`src/rtl/maf_pkg.sv`:
```
`timescale 1ns / 1ps
`default_nettype none

package maf_pkg;

    localparam int MAX_WINDOW_DEF  = 64;
    localparam int SAMPLE_BITS_DEF = 24;

    // Width and reset value of the window length register.
    localparam int            LEN_BITS  = 7;
    localparam logic [LEN_BITS-1:0] LEN_RESET = 7'd16;

    // Codes of the action field.
    localparam logic ACTION_PUSH  = 1'b0;
    localparam logic ACTION_CLEAR = 1'b1;

endpackage

`default_nettype wire

```
`src/rtl/maf_ifs.sv`:
```
`timescale 1ns / 1ps
`default_nettype none

interface maf_in_if #(
    parameter int SAMPLE_BITS = maf_pkg::SAMPLE_BITS_DEF
);
    logic                          valid;
    logic                          ready;
    logic                          action;
    logic signed [SAMPLE_BITS-1:0] sample;

    modport source (output valid, output action, output sample, input ready);
    modport sink   (input valid, input action, input sample, output ready);
endinterface

interface maf_out_if #(
    parameter int SAMPLE_BITS = maf_pkg::SAMPLE_BITS_DEF
);
    logic                          valid;
    logic                          ready;
    logic signed [SAMPLE_BITS-1:0] average;

    modport source (output valid, output average, input ready);
    modport sink   (input valid, input average, output ready);
endinterface

`default_nettype wire

```
`src/rtl/maf_ram.sv`:
```
`timescale 1ns / 1ps
`default_nettype none

module maf_ram #(
    parameter int WIDTH = 24,
    parameter int DEPTH = 64
) (
    input  wire logic                     clk,
    input  wire logic                     we,
    input  wire logic [$clog2(DEPTH)-1:0] waddr,
    input  wire logic [WIDTH-1:0]         wdata,
    input  wire logic [$clog2(DEPTH)-1:0] raddr,
    output logic      [WIDTH-1:0]         rdata
);

    logic [WIDTH-1:0] mem [DEPTH];

    always_ff @(posedge clk)
    begin
        if (we)
        begin
            mem[waddr] <= wdata;
        end
        rdata <= mem[raddr];
    end

endmodule

`default_nettype wire

```
`src/rtl/maf_divider.sv`:
```
`timescale 1ns / 1ps
`default_nettype none

module maf_divider #(
    parameter int SUM_W = 30,
    parameter int DIV_W = 7,
    parameter int OUT_W = 24
) (
    input  wire logic                    clk,
    input  wire logic                    rst_n,
    input  wire logic                    start,
    input  wire logic signed [SUM_W-1:0] dividend,
    input  wire logic        [DIV_W-1:0] divisor,
    output logic                         done,
    output logic signed [OUT_W-1:0]      quotient
);

    localparam int CNT_W = (SUM_W > 1) ? $clog2(SUM_W) : 1;

    logic             busy_reg, busy_next;
    logic             done_reg, done_next;
    logic [CNT_W-1:0] cnt_reg, cnt_next;
    logic [SUM_W-1:0] dq_reg, dq_next;
    logic [DIV_W-1:0] rem_reg, rem_next;
    logic [DIV_W-1:0] divisor_reg, divisor_next;
    logic             neg_reg, neg_next;

    logic [DIV_W:0]   rem_shift;
    logic             fits;
    logic [SUM_W-1:0] signed_q;

    // Restoring division of the magnitude, one quotient bit per cycle.
    // The dividend shifts out of dq_reg while quotient bits shift in.
    always_comb
    begin
        rem_shift = {rem_reg, dq_reg[SUM_W-1]};
        fits      = (rem_shift >= {1'b0, divisor_reg});

        busy_next    = busy_reg;
        done_next    = 1'b0;
        cnt_next     = cnt_reg;
        dq_next      = dq_reg;
        rem_next     = rem_reg;
        divisor_next = divisor_reg;
        neg_next     = neg_reg;

        if (start)
        begin
            busy_next    = 1'b1;
            cnt_next     = CNT_W'(SUM_W - 1);
            neg_next     = dividend[SUM_W-1];
            dq_next      = dividend[SUM_W-1] ? SUM_W'(-dividend) : SUM_W'(dividend);
            rem_next     = '0;
            divisor_next = divisor;
        end
        else if (busy_reg)
        begin
            dq_next  = {dq_reg[SUM_W-2:0], fits};
            rem_next = fits ? DIV_W'(rem_shift - {1'b0, divisor_reg})
                            : rem_shift[DIV_W-1:0];
            cnt_next = cnt_reg - 1'b1;
            if (cnt_reg == '0)
            begin
                busy_next = 1'b0;
                done_next = 1'b1;
            end
        end
    end

    always_ff @(posedge clk or negedge rst_n)
    begin
        if (!rst_n)
        begin
            busy_reg <= 1'b0;
            done_reg <= 1'b0;
        end
        else
        begin
            busy_reg <= busy_next;
            done_reg <= done_next;
        end
    end

    always_ff @(posedge clk)
    begin
        cnt_reg     <= cnt_next;
        dq_reg      <= dq_next;
        rem_reg     <= rem_next;
        divisor_reg <= divisor_next;
        neg_reg     <= neg_next;
    end

    // Truncation toward zero: divide the magnitude, then restore the sign.
    assign signed_q = neg_reg ? (~dq_reg + 1'b1) : dq_reg;
    assign quotient = signed_q[OUT_W-1:0];
    assign done     = done_reg;

endmodule

`default_nettype wire

```
`src/rtl/moving_average_filter.sv`:
```
// Boxcar average of the last window_length samples, clamped to 1..MAX_WINDOW.
// Words arrive on the samples channel (action, sample) and leave on the
// results channel (average), both valid/ready; a word moves at a clock edge
// where valid and ready are both high. Every input word gives one result:
// a push replaces the oldest sample of the ring and returns the new average,
// a clear empties the ring and returns zero.
// The block works on one word at a time. The accepting edge also reads the
// oldest entry of the ring; the word then updates the ring and the running
// sum, passes through the bit-serial divider, hands over the quotient and
// loads the output register. A new word is taken only once the last one has
// left the divider for the output register.
// A finished result waits in the output register while the receiver stalls;
// the next word is still accepted, and its result waits in the divider until
// the output register is free.
// Reset clears the ring, the sum and the position and sets window_length to
// 16. Writing window_length clears them too; write it only while idle.
`timescale 1ns / 1ps
`default_nettype none

module moving_average_filter #(
    parameter int MAX_WINDOW  = maf_pkg::MAX_WINDOW_DEF,
    parameter int SAMPLE_BITS = maf_pkg::SAMPLE_BITS_DEF
) (
    input  wire logic                          clk,
    input  wire logic                          rst_n,
    input  wire logic                          cfg_wr_en,
    input  wire logic [maf_pkg::LEN_BITS-1:0]  cfg_wr_data,
    maf_in_if.sink                             samples,
    maf_out_if.source                          results
);

    import maf_pkg::*;

    localparam int PTR_W = (MAX_WINDOW > 1) ? $clog2(MAX_WINDOW) : 1;
    localparam int EFF_W = PTR_W + 1;
    localparam int SUM_W = SAMPLE_BITS + PTR_W;

    localparam logic [1:0] ST_IDLE   = 2'd0;
    localparam logic [1:0] ST_UPDATE = 2'd1;
    localparam logic [1:0] ST_DIV    = 2'd2;
    localparam logic [1:0] ST_HOLD   = 2'd3;

    logic [1:0]                    state_reg, state_next;
    logic [LEN_BITS-1:0]           len_reg, len_next;
    logic [PTR_W-1:0]              pos_reg, pos_next;
    logic                          full_reg, full_next;
    logic signed [SUM_W-1:0]       sum_reg, sum_next;
    logic                          act_reg, act_next;
    logic signed [SAMPLE_BITS-1:0] smp_reg, smp_next;
    logic                          out_valid_reg, out_valid_next;
    logic signed [SAMPLE_BITS-1:0] out_avg_reg, out_avg_next;

    logic [EFF_W-1:0]              eff_len;
    logic [EFF_W-1:0]              pos_plus;
    logic                          wrap;
    logic                          accept;
    logic                          ram_we;
    logic [SAMPLE_BITS-1:0]        ram_rdata;
    logic signed [SAMPLE_BITS-1:0] oldest;
    logic                          div_start;
    logic                          div_done;
    logic signed [SAMPLE_BITS-1:0] div_q;

    always_comb
    begin
        if (len_reg == '0)
        begin
            eff_len = EFF_W'(1);
        end
        else if (int'(len_reg) > MAX_WINDOW)
        begin
            eff_len = EFF_W'(MAX_WINDOW);
        end
        else
        begin
            eff_len = EFF_W'(len_reg);
        end
    end

    assign accept   = samples.valid && samples.ready;
    assign pos_plus = {1'b0, pos_reg} + 1'b1;
    assign wrap     = (pos_plus >= eff_len);

    // Entries are written in order from position zero after every clear, so
    // the entry under the write position holds data only once the ring has
    // wrapped; until then it counts as zero.
    assign oldest = full_reg ? ram_rdata : '0;

    assign ram_we    = (state_reg == ST_UPDATE) && (act_reg == ACTION_PUSH);
    assign div_start = (state_reg == ST_UPDATE);

    maf_ram #(
        .WIDTH (SAMPLE_BITS),
        .DEPTH (MAX_WINDOW)
    ) u_ring (
        .clk   (clk),
        .we    (ram_we),
        .waddr (pos_reg),
        .wdata (smp_reg),
        .raddr (pos_reg),
        .rdata (ram_rdata)
    );

    maf_divider #(
        .SUM_W (SUM_W),
        .DIV_W (EFF_W),
        .OUT_W (SAMPLE_BITS)
    ) u_div (
        .clk      (clk),
        .rst_n    (rst_n),
        .start    (div_start),
        .dividend (sum_next),
        .divisor  (eff_len),
        .done     (div_done),
        .quotient (div_q)
    );

    always_comb
    begin
        state_next     = state_reg;
        len_next       = len_reg;
        pos_next       = pos_reg;
        full_next      = full_reg;
        sum_next       = sum_reg;
        act_next       = act_reg;
        smp_next       = smp_reg;
        out_valid_next = out_valid_reg;
        out_avg_next   = out_avg_reg;

        if (results.ready)
        begin
            out_valid_next = 1'b0;
        end

        case (state_reg)
            ST_IDLE:
            begin
                if (accept)
                begin
                    act_next   = samples.action;
                    smp_next   = samples.sample;
                    state_next = ST_UPDATE;
                end
            end
            ST_UPDATE:
            begin
                if (act_reg == ACTION_CLEAR)
                begin
                    sum_next  = '0;
                    pos_next  = '0;
                    full_next = 1'b0;
                end
                else
                begin
                    sum_next = sum_reg - SUM_W'(oldest) + SUM_W'(smp_reg);
                    pos_next = wrap ? '0 : pos_plus[PTR_W-1:0];
                    if (wrap)
                    begin
                        full_next = 1'b1;
                    end
                end
                state_next = ST_DIV;
            end
            ST_DIV:
            begin
                if (div_done)
                begin
                    state_next = ST_HOLD;
                end
            end
            ST_HOLD:
            begin
                if (!out_valid_reg || results.ready)
                begin
                    out_valid_next = 1'b1;
                    out_avg_next   = div_q;
                    state_next     = ST_IDLE;
                end
            end
            default:
            begin
                state_next = ST_IDLE;
            end
        endcase

        if (cfg_wr_en)
        begin
            len_next  = cfg_wr_data;
            sum_next  = '0;
            pos_next  = '0;
            full_next = 1'b0;
        end
    end

    always_ff @(posedge clk or negedge rst_n)
    begin
        if (!rst_n)
        begin
            state_reg     <= ST_IDLE;
            len_reg       <= LEN_RESET;
            pos_reg       <= '0;
            full_reg      <= 1'b0;
            sum_reg       <= '0;
            out_valid_reg <= 1'b0;
        end
        else
        begin
            state_reg     <= state_next;
            len_reg       <= len_next;
            pos_reg       <= pos_next;
            full_reg      <= full_next;
            sum_reg       <= sum_next;
            out_valid_reg <= out_valid_next;
        end
    end

    always_ff @(posedge clk)
    begin
        act_reg     <= act_next;
        smp_reg     <= smp_next;
        out_avg_reg <= out_avg_next;
    end

    assign samples.ready   = (state_reg == ST_IDLE);
    assign results.valid   = out_valid_reg;
    assign results.average = out_avg_reg;

    a_pos_in_window: assert property (@(posedge clk) disable iff (!rst_n)
        {1'b0, pos_reg} < eff_len)
        else $error("write position outside the window");

    a_full_at_wrap: assert property (@(posedge clk) disable iff (!rst_n)
        $rose(full_reg) |-> pos_reg == '0)
        else $error("ring marked full away from position zero");

    a_done_in_div: assert property (@(posedge clk) disable iff (!rst_n)
        div_done |-> state_reg == ST_DIV)
        else $error("divider finished outside the divide phase");

    a_clear_empties: assert property (@(posedge clk) disable iff (!rst_n)
        (state_reg == ST_UPDATE && act_reg == ACTION_CLEAR)
        |=> (sum_reg == '0 && pos_reg == '0 && !full_reg))
        else $error("clear word left state behind");

    a_result_from_hold: assert property (@(posedge clk) disable iff (!rst_n)
        $rose(out_valid_reg) |-> $past(state_reg) == ST_HOLD)
        else $error("result raised outside the hold phase");

endmodule

`default_nettype wire
```
`src/flat_wrapper.sv`:
```
// flat-port wrapper written by rule: the top's interface ports become plain ports
module moving_average_filter_flat import maf_pkg::*;
#(
    parameter int MAX_WINDOW  = maf_pkg::MAX_WINDOW_DEF,
    parameter int SAMPLE_BITS = maf_pkg::SAMPLE_BITS_DEF
)
  (clk, rst_n, cfg_wr_en, cfg_wr_data, samples_valid, samples_action, samples_sample, samples_ready, results_valid, results_average, results_ready);
  maf_in_if #(.SAMPLE_BITS(SAMPLE_BITS)) samples_i ();
  maf_out_if #(.SAMPLE_BITS(SAMPLE_BITS)) results_i ();
  input  wire logic clk;
  input  wire logic rst_n;
  input  wire logic cfg_wr_en;
  input  wire logic [maf_pkg::LEN_BITS-1:0] cfg_wr_data;
  input wire logic [$bits(samples_i.valid)-1:0] samples_valid;
  input wire logic [$bits(samples_i.action)-1:0] samples_action;
  input wire logic [$bits(samples_i.sample)-1:0] samples_sample;
  output wire logic [$bits(samples_i.ready)-1:0] samples_ready;
  output wire logic [$bits(results_i.valid)-1:0] results_valid;
  output wire logic [$bits(results_i.average)-1:0] results_average;
  input wire logic [$bits(results_i.ready)-1:0] results_ready;
  assign samples_i.valid = samples_valid;
  assign samples_i.action = samples_action;
  assign samples_i.sample = samples_sample;
  assign samples_ready = samples_i.ready;
  assign results_valid = results_i.valid;
  assign results_average = results_i.average;
  assign results_i.ready = results_ready;
  moving_average_filter #(.MAX_WINDOW(MAX_WINDOW), .SAMPLE_BITS(SAMPLE_BITS)) u_core (.clk(clk), .rst_n(rst_n), .cfg_wr_en(cfg_wr_en), .cfg_wr_data(cfg_wr_data), .samples(samples_i), .results(results_i));
endmodule
```
`config.mk`:
```
export PLATFORM = sky130hd
export DESIGN_NAME = moving_average_filter_flat
export DESIGN_NICKNAME = d
export VERILOG_FILES = /design/src/rtl/maf_pkg.sv /design/src/rtl/maf_ifs.sv /design/src/rtl/maf_ram.sv /design/src/rtl/maf_divider.sv /design/src/rtl/moving_average_filter.sv /design/src/flat_wrapper.sv
export SDC_FILE = /design/constraint.sdc
export NUM_CORES = 2
export LEC_CHECK = 0
export ABC_AREA = 0
export BUFFER_PORTS_ARGS = -buffer_cell sky130_fd_sc_hd__buf_4
export CAP_MARGIN = 10
export CORE_MARGIN = 2
export CORE_UTILIZATION = 35
export CTS_BUF_LIST = sky130_fd_sc_hd__clkbuf_16
export CTS_CLUSTER_DIAMETER = 80
export DETAILED_ROUTE_END_ITERATION = 7
export PLACE_DENSITY = 0.51
export SYNTH_ARGS = -nofsm -noshare
export SYNTH_HDL_FRONTEND = slang
export SYNTH_SLANG_ARGS = --single-unit
```
`constraint.sdc`:
```
create_clock -name clk -period 4.6 [get_ports clk]
set_input_delay 0.46 -clock clk [delete_from_list [all_inputs] [get_ports clk]]
set_output_delay 0.46 -clock clk [all_outputs]
set_load 0.005 [all_outputs]
```
=== Word level (Yosys, flattened, before mapping) ===
Memory sizes are Yosys's and may differ from the RTL's. A register that Yosys moved wholly into a read port is not among the register bits.
Index checks and enable logic that the tools add are counted.

* Add/subtract/negate cells: 7
* Multipliers: 0
* Div/mod/pow operators: 0
* Order comparisons: 3
* Eq/ne operators: 6
* Shift operators: 0
* Muxes and demuxes: 34
* Bitwise operators: 2
* Reduce and logical (&&, ||, !) cells: 14

{| class="wikitable"
|+ Operators by type and width
! cell !! number
|-
| 2-to-1 mux 30 bit || 6
|-
| 2-to-1 mux 24 bit || 2
|-
| adder 30 x 24 -> 30 bit || 1
|-
| negation 30 bit || 1
|-
| subtractor 30 x 24 -> 30 bit || 1
|-
| adder 24 x 1 -> 24 bit (second input constant) || 1
|-
| 2-to-1 mux 6 bit || 4
|-
| inverter 24 bit || 1
|-
| 2-to-1 mux 7 bit || 3
|-
| 2-to-1 mux 1 bit || 15
|-
| >= comparator 8 x 7 -> 1 bit || 1
|-
| one-hot mux 2 bit (4 select lines) || 1
|-
| adder 6 x 1 -> 7 bit (second input constant) || 1
|-
| >= comparator 7 bit || 1
|-
| greater-than comparator 7 bit (second input constant) || 1
|-
| logical NOT 7 bit || 1
|-
| subtractor 7 bit || 1
|-
| 2-to-1 mux 2 bit || 3
|-
| AND reduction 2 bit || 3
|-
| logical NOT 5 bit || 1
|-
| subtractor 5 x 1 -> 5 bit (second input constant) || 1
|-
| == test 2 bit (second input constant) || 2
|-
| inequality test 2 bit (second input constant) || 2
|-
| nonzero test 2 bit || 2
|-
| other kinds (9) || 10
|}

* Bits in registers: 148
* Bits in latches: 0
* RAM bits: 1536
* Bits in read-only memories: 0
* Input bits: 37
* Output and inout bits: 26
* Logic and storage cells: 83
* Memories kept: 1

{| class="wikitable"
|+ Memory list
! memory !! words !! width !! read ports !! clocked after memory_dff !! write ports !! RTL line !! text
|-
| u_core.u_ring.mem || 64 || 24 || 1 || 1 || 1 || maf_ram.sv:16 || <nowiki>logic [WIDTH-1:0] mem [DEPTH];</nowiki>
|}

=== Depth between registers and ports, before layout ===
* Depth after elaboration: 9
* Depth in mapped cells: 19
* Mapped depth without buffers: 19

=== By module ===
Synthesis repeated with hierarchy kept, for this count alone.

* Cell total of the unflattened synthesis: 3612
* Area, all modules: 69017.4 um2

{| class="wikitable"
|+ Modules (own cells, without submodules)
! module !! times used !! cells each !! area each (um2) !! sequential area each (um2)
|-
| maf_ram || 1 || 2610 || 59295.6 || 46604.7
|-
| moving_average_filter || 1 || 626 || 6224.7 || 2648.8
|-
| maf_divider || 1 || 376 || 3497.1 || 1431.4
|}

=== Worst setup path after synthesis ===
OpenSTA, ideal clock, no wires.

* Path type: register to register
* From: register u_core.smp_reg[1]
* To: register u_core.u_div.dq_reg[25], data pin
* Setup time: 263 ps
* Arrival time: 4735 ps
* Required time: 4337 ps
* Setup slack: -398 ps
* Stages on the path, launching flop included: 15
* Buffers on the path: 0
* Clock period less this slack: 4998 ps
* Cell sequence: edfxtp_1 > inv_1 > fa_1 > inv_1 > ha_1 > a211oi_4 > o21ai_2 > nor4b_4 > or3_4 > or4_4 > nor4_4 > and2_4 > nand4_4 > o2111a_1 > a2111o_1

* Word-level cells in the longest chain between the ends: 7

{| class="wikitable"
|+ Ends and longest elaborated chain
! item !! RTL line !! text
|-
| from (decl) || moving_average_filter.sv:49 || <nowiki>logic signed [SAMPLE_BITS-1:0] smp_reg, smp_next;</nowiki>
|-
| from (signal assigned) || moving_average_filter.sv:220 || <nowiki>smp_reg <= smp_next;</nowiki>
|-
| adder 30 x 24 -> 30 bit || moving_average_filter.sv:155 || <nowiki>sum_next = sum_reg - SUM_W'(oldest) + SUM_W'(smp_reg);</nowiki>
|-
| 2-to-1 mux 30 bit || moving_average_filter.sv:147 || <nowiki>if (act_reg == ACTION_CLEAR)</nowiki>
|-
| 2-to-1 mux 30 bit || moving_average_filter.sv:135 || <nowiki>case (state_reg)</nowiki>
|-
| 2-to-1 mux 30 bit || moving_average_filter.sv:186 || <nowiki>if (cfg_wr_en)</nowiki>
|-
| named net u_core.sum_next[7] || moving_average_filter.sv:47 || <nowiki>logic signed [SUM_W-1:0] sum_reg, sum_next;</nowiki>
|-
| negation 30 bit || maf_divider.sv:52 || <nowiki>dq_next = dividend[SUM_W-1] ? SUM_W'(-dividend) : SUM_W'(dividend);</nowiki>
|-
| 2-to-1 mux 30 bit || maf_divider.sv:52 ||
|-
| 2-to-1 mux 30 bit || maf_divider.sv:47 || <nowiki>if (start)</nowiki>
|-
| named net u_core.u_div.dq_next[25] || maf_divider.sv:23 || <nowiki>logic [SUM_W-1:0] dq_reg, dq_next;</nowiki>
|-
| to (signal assigned) || maf_divider.sv:87 || <nowiki>dq_reg <= dq_next;</nowiki>
|-
| to (decl) || maf_divider.sv:23 ||
|}

The timed path passes the listed nets, and every way through them passes these cells.
A chain may end at the register's enable or synchronous reset.

=== Final worst setup path ===
* From: register u_core.full_reg
* To: register u_core.u_div.dq_reg[29], data pin

* Word-level cells in the longest chain between the ends: 9

{| class="wikitable"
|+ Ends and longest elaborated chain
! item !! RTL line !! text
|-
| from (decl) || moving_average_filter.sv:46 || <nowiki>logic full_reg, full_next;</nowiki>
|-
| from (signal assigned) || moving_average_filter.sv:211 || <nowiki>full_reg <= full_next;</nowiki>
|-
| 2-to-1 mux 24 bit || moving_average_filter.sv:87 || <nowiki>assign oldest = full_reg ? ram_rdata : '0;</nowiki>
|-
| subtractor 30 x 24 -> 30 bit || moving_average_filter.sv:155 ||
|-
| adder 30 x 24 -> 30 bit || moving_average_filter.sv:155 ||
|-
| 2-to-1 mux 30 bit || moving_average_filter.sv:147 ||
|-
| 2-to-1 mux 30 bit || moving_average_filter.sv:135 ||
|-
| 2-to-1 mux 30 bit || moving_average_filter.sv:186 ||
|-
| named net u_core.sum_next[25] || moving_average_filter.sv:47 ||
|-
| negation 30 bit || maf_divider.sv:52 ||
|-
| 2-to-1 mux 30 bit || maf_divider.sv:52 ||
|-
| 2-to-1 mux 30 bit || maf_divider.sv:47 ||
|-
| named net u_core.u_div.dq_next[29] || maf_divider.sv:23 ||
|}

The timed path passes the listed nets, and every way through them passes these cells.

==> results.json <==
{
  "status": "finished, violations left",
  "violations": "design-rule violations",
  "dr.pass1.iters": 7,
  "tightest_slew_ns": 1.13,
  "dieArea_sq_mm": 0.192,
  "vdd.ir_drop.worst_v": 0.000406,
  "io_pins": 63,
  "grt_max_degree": 66,
  "power_leakage_nw": 25.4,
  "core-area_sq_mm": 0.188,
  "critical_path.most_common_cell": "buf_4",
  "worstPathRequired_ns": 5.23,
  "place_congestion": 0.848,
  "via_per_inst": 5.63,
  "clk_latency_ns": 0.82,
  "drv_cap": 0,
  "dp.cells": 6617,
  "grt_overflow": 0,
  "synth-seq-area-share": 0.766,
  "synth_top_area_share": 0.737,
  "slew_headroom": 0.247,
  "syn_area_per_cell_sq_um": 16.5,
  "finalCritPeriodShare": 0.987,
  "final_util": 0.412,
  "worst-setup-path-type": "reg2reg",
  "clk_pin_slew_ns": 0.06,
  "drive_gt1_frac": 0.170,
  "fillers": 16935,
  "die_y_um": 439,
  "routed_wl_um": 205000,
  "syn_to_final_growth_pct": 17.1,
  "grt.total_usage": 0.210,
  "yosys_register_bits": 1708,
  "yosysTopAreaCell": "edfxtp_1",
  "row_count": 159,
  "arrival_ns": 5.17,
  "finalPower_mw": 42.1,
  "cts-htree-levels": 4,
  "yosysUniqueCellTypes": 96,
  "grt_pass1_wl_um": 290000,
  "cts_tree": "built",
  "synth-main-ff-cell": "edfxtp_1",
  "grt_pass1_vias": 38048,
  "syn_area_sq_mm": 0.0661,
  "whs_ns": 0.105,
  "reg2reg_depth": 16,
  "async_flop_share": 0.0287,
  "clock_path_buffers": 3,
  "crit_path_max_incr_delay_ns": 0.53,
  "start_util": 0.352,
  "synth-edff-count": 1623,
  "portBuffers": 62,
  "slew_violations": 0,
  "finalClockSkew_ns": 0.0417,
  "grt_setup_unrepaired": "yes",
  "syn-num-nets": 4129,
  "crit_chain": "buf_12 -> and2_1 -> fa_1 -> inv_1 -> ha_2 -> nand4_1 -> buf_4 -> nor3_4 -> nand3_4 -> a311oi_4 -> buf_4 -> mux2i_2 -> nand2_1 -> or3_2 -> or4_1 -> o31ai_2",
  "drt_iter0_drc": 4471,
  "clockRootBuffer": "clkbuf_16",
  "syn_inst": 4009,
  "report.final.hold_viol_count": 0,
  "cpMaxStageDelayCell": "fa_1",
  "vias": 39217,
  "hpwl_um": 121000,
  "min_period_ns": 4.54,
  "ant_nets": 0,
  "crit_fanout": 22,
  "antenna_cells": 0,
  "endpoint_kind": "register",
  "drc": 10,
  "die_x_um": 439,
  "antenna_found_initial": 4,
  "synth_area_leaders": "edfxtp_1 (74%), a22oi_1 (5.4%), a22o_1 (2.0%)",
  "placed_cell_area_sq_mm": 0.0717,
  "finalWorstSetupSlack_ns": 0.0582,
  "final_nets": 4459,
  "detailedPlace.worstSlack_ns": -0.0143,
  "cts.sinks": 1708,
  "wl_per_cell_um": 29.5,
  "min_path_type": "in2reg",
  "synth_warnings": 0,
  "worst_hold_path.num_cells": 3,
  "finalSetupViolCount": 0,
  "max_freq_ghz": 0.220,
  "fin_tns_setup_ns": 0,
  "final-instance-count-excl-fill": 6971,
  "pwr_density_cell_mw_per_mm2": 544,
  "cts_buffers": 175,
  "crit_path_start_kind": "register",
  "largest_reg_flops": 1536,
  "fin_area_sq_mm": 0.0775
}
## cells in the final DEF (no fill, tap or decap), types with 8 or more instances in the layout
master         synthesis  layout
and2_1                32      32
nand2_1              118     118
nor4_1                27      19
a31oi_1              146     146
dfrtp_1               48      47
nand2b_1              17      16
xor2_1                14      14
dfxtp_1               36      36
buf_4                  3     329
a21o_1                18      18
nand3_1               47      46
o21ai_0               47      43
or3_1                  9       9
nor4_2                 0       8
dlygate4sd3_1          0      34
clkinv_2               0      23
clkinv_1               0      39
nor2_1               127      58
nor2_2                 1      68
inv_1                152     201
a221oi_1             150     150
a21oi_1              107     105
nor3_1                26      23
a22o_1               151     151
o21a_1                 8       8
ha_1                  53      45
a211oi_1              10      10
clkbuf_16              0     176
fa_1                  30      30
o31ai_1                9       8
a22oi_1              473     472
edfxtp_1            1623    1623
nand4_1               61      61
and3_1                15      14
o211ai_1              12      12
mux2_2                26      26
buf_12                 0      29
xnor2_1               46      46
## Yosys cell counts (10+ instances only)
cell type / count
a211oi_1: 10
a21o_1: 18
a21oi_1: 107
a221oi_1: 150
a22o_1: 151
a22oi_1: 473
a31oi_1: 146
and2_1: 32
and3_1: 15
buf_1: 61
clkbuf_1: 159
dfrtp_1: 48
dfxtp_1: 36
edfxtp_1: 1623
fa_1: 30
ha_1: 53
inv_1: 152
mux2_2: 26
nand2_1: 118
nand2b_1: 17
nand3_1: 47
nand4_1: 61
nor2_1: 127
nor3_1: 26
nor4_1: 27
o211ai_1: 12
o21ai_0: 47
xnor2_1: 46
xor2_1: 14
## routing by layer
metal	GRT usage	wire length (um)	vias to the layer above
met3	0.0374	16000	289
met1	0.300	88400	20332
met2	0.328	95200	1608
met4	0.0617	5800	0
li1	-	-	16988
met5	0	0	-
## cell type report
type                            instances  area, sq um  share of cell area
Multi-Input combinational cell       1907        14400               0.185
Clock buffer                          176         4400              0.0569
Clock inverter                        138          910              0.0117
Timing Repair Buffer                  392         3390              0.0438
Tap cell                             2495         3120              0.0403
Inverter                              155          589             0.00761
Sequential cell                      1708        50700               0.654
## critical path: cells and delay by family (launching register included)
family          cells  cell delay (ns)
mux                 1             0.22
fa+ha+maj           2             0.90
simple gates        7             1.66
flops               1             0.43
compound gates      2             0.55
buf+inv             4             0.56
## kinds of logic after synthesis
family	after synthesis	synth area share
AND/OR/NAND/NOR	534	0.0423
multiplexers	34	0.00564
flip-flops	1708	0.766
AO/OA/AOI/OAI	1196	0.135
XOR/XNOR	60	0.00794
adder cells (fa/ha/maj)	83	0.0191
buffers and inverters	394	0.0237
## report_power, final
group          internal, mW  switching (mW)
sequential             18.3           0.419
clock                  7.25            6.06
combinational          3.77            6.38
## final timing paths
| path | startpoint | to | slack [ns] |
|---|---|---|---|
| worst max-delay path | u_core.full_reg$_DFFE_PN0P_ | u_core.u_div.dq_reg[29]$_DFFE_PP_ | 0.06 |
| worst min-delay path | results_ready | u_core.results.valid$_DFF_PN0_ | 0.11 |
| worst max register to register | u_core.full_reg$_DFFE_PN0P_ | u_core.u_div.dq_reg[29]$_DFFE_PP_ | 0.06 |
| worst min register to register | u_core.u_div.rem_reg[6]$_SDFFE_PP0P_ | u_core.u_div.rem_reg[6]$_SDFFE_PP0P_ | 0.47 |
| max in group asynchronous | rst_n | u_core.full_reg$_DFFE_PN0P_ | 3.74 |
| min in group asynchronous | rst_n | u_core.sum_reg[29]$_DFF_PN0_ | 0.29 |
## repair_timing
item,CTS,global route
hold endpoints to repair,81,0
resized for setup,0,25
pin swaps,1,8
buffers inserted,0,6
endpoints found under the setup margin,2,24
hold buffers,34,0
No activity file was read; power rests on OpenSTA's default activity.
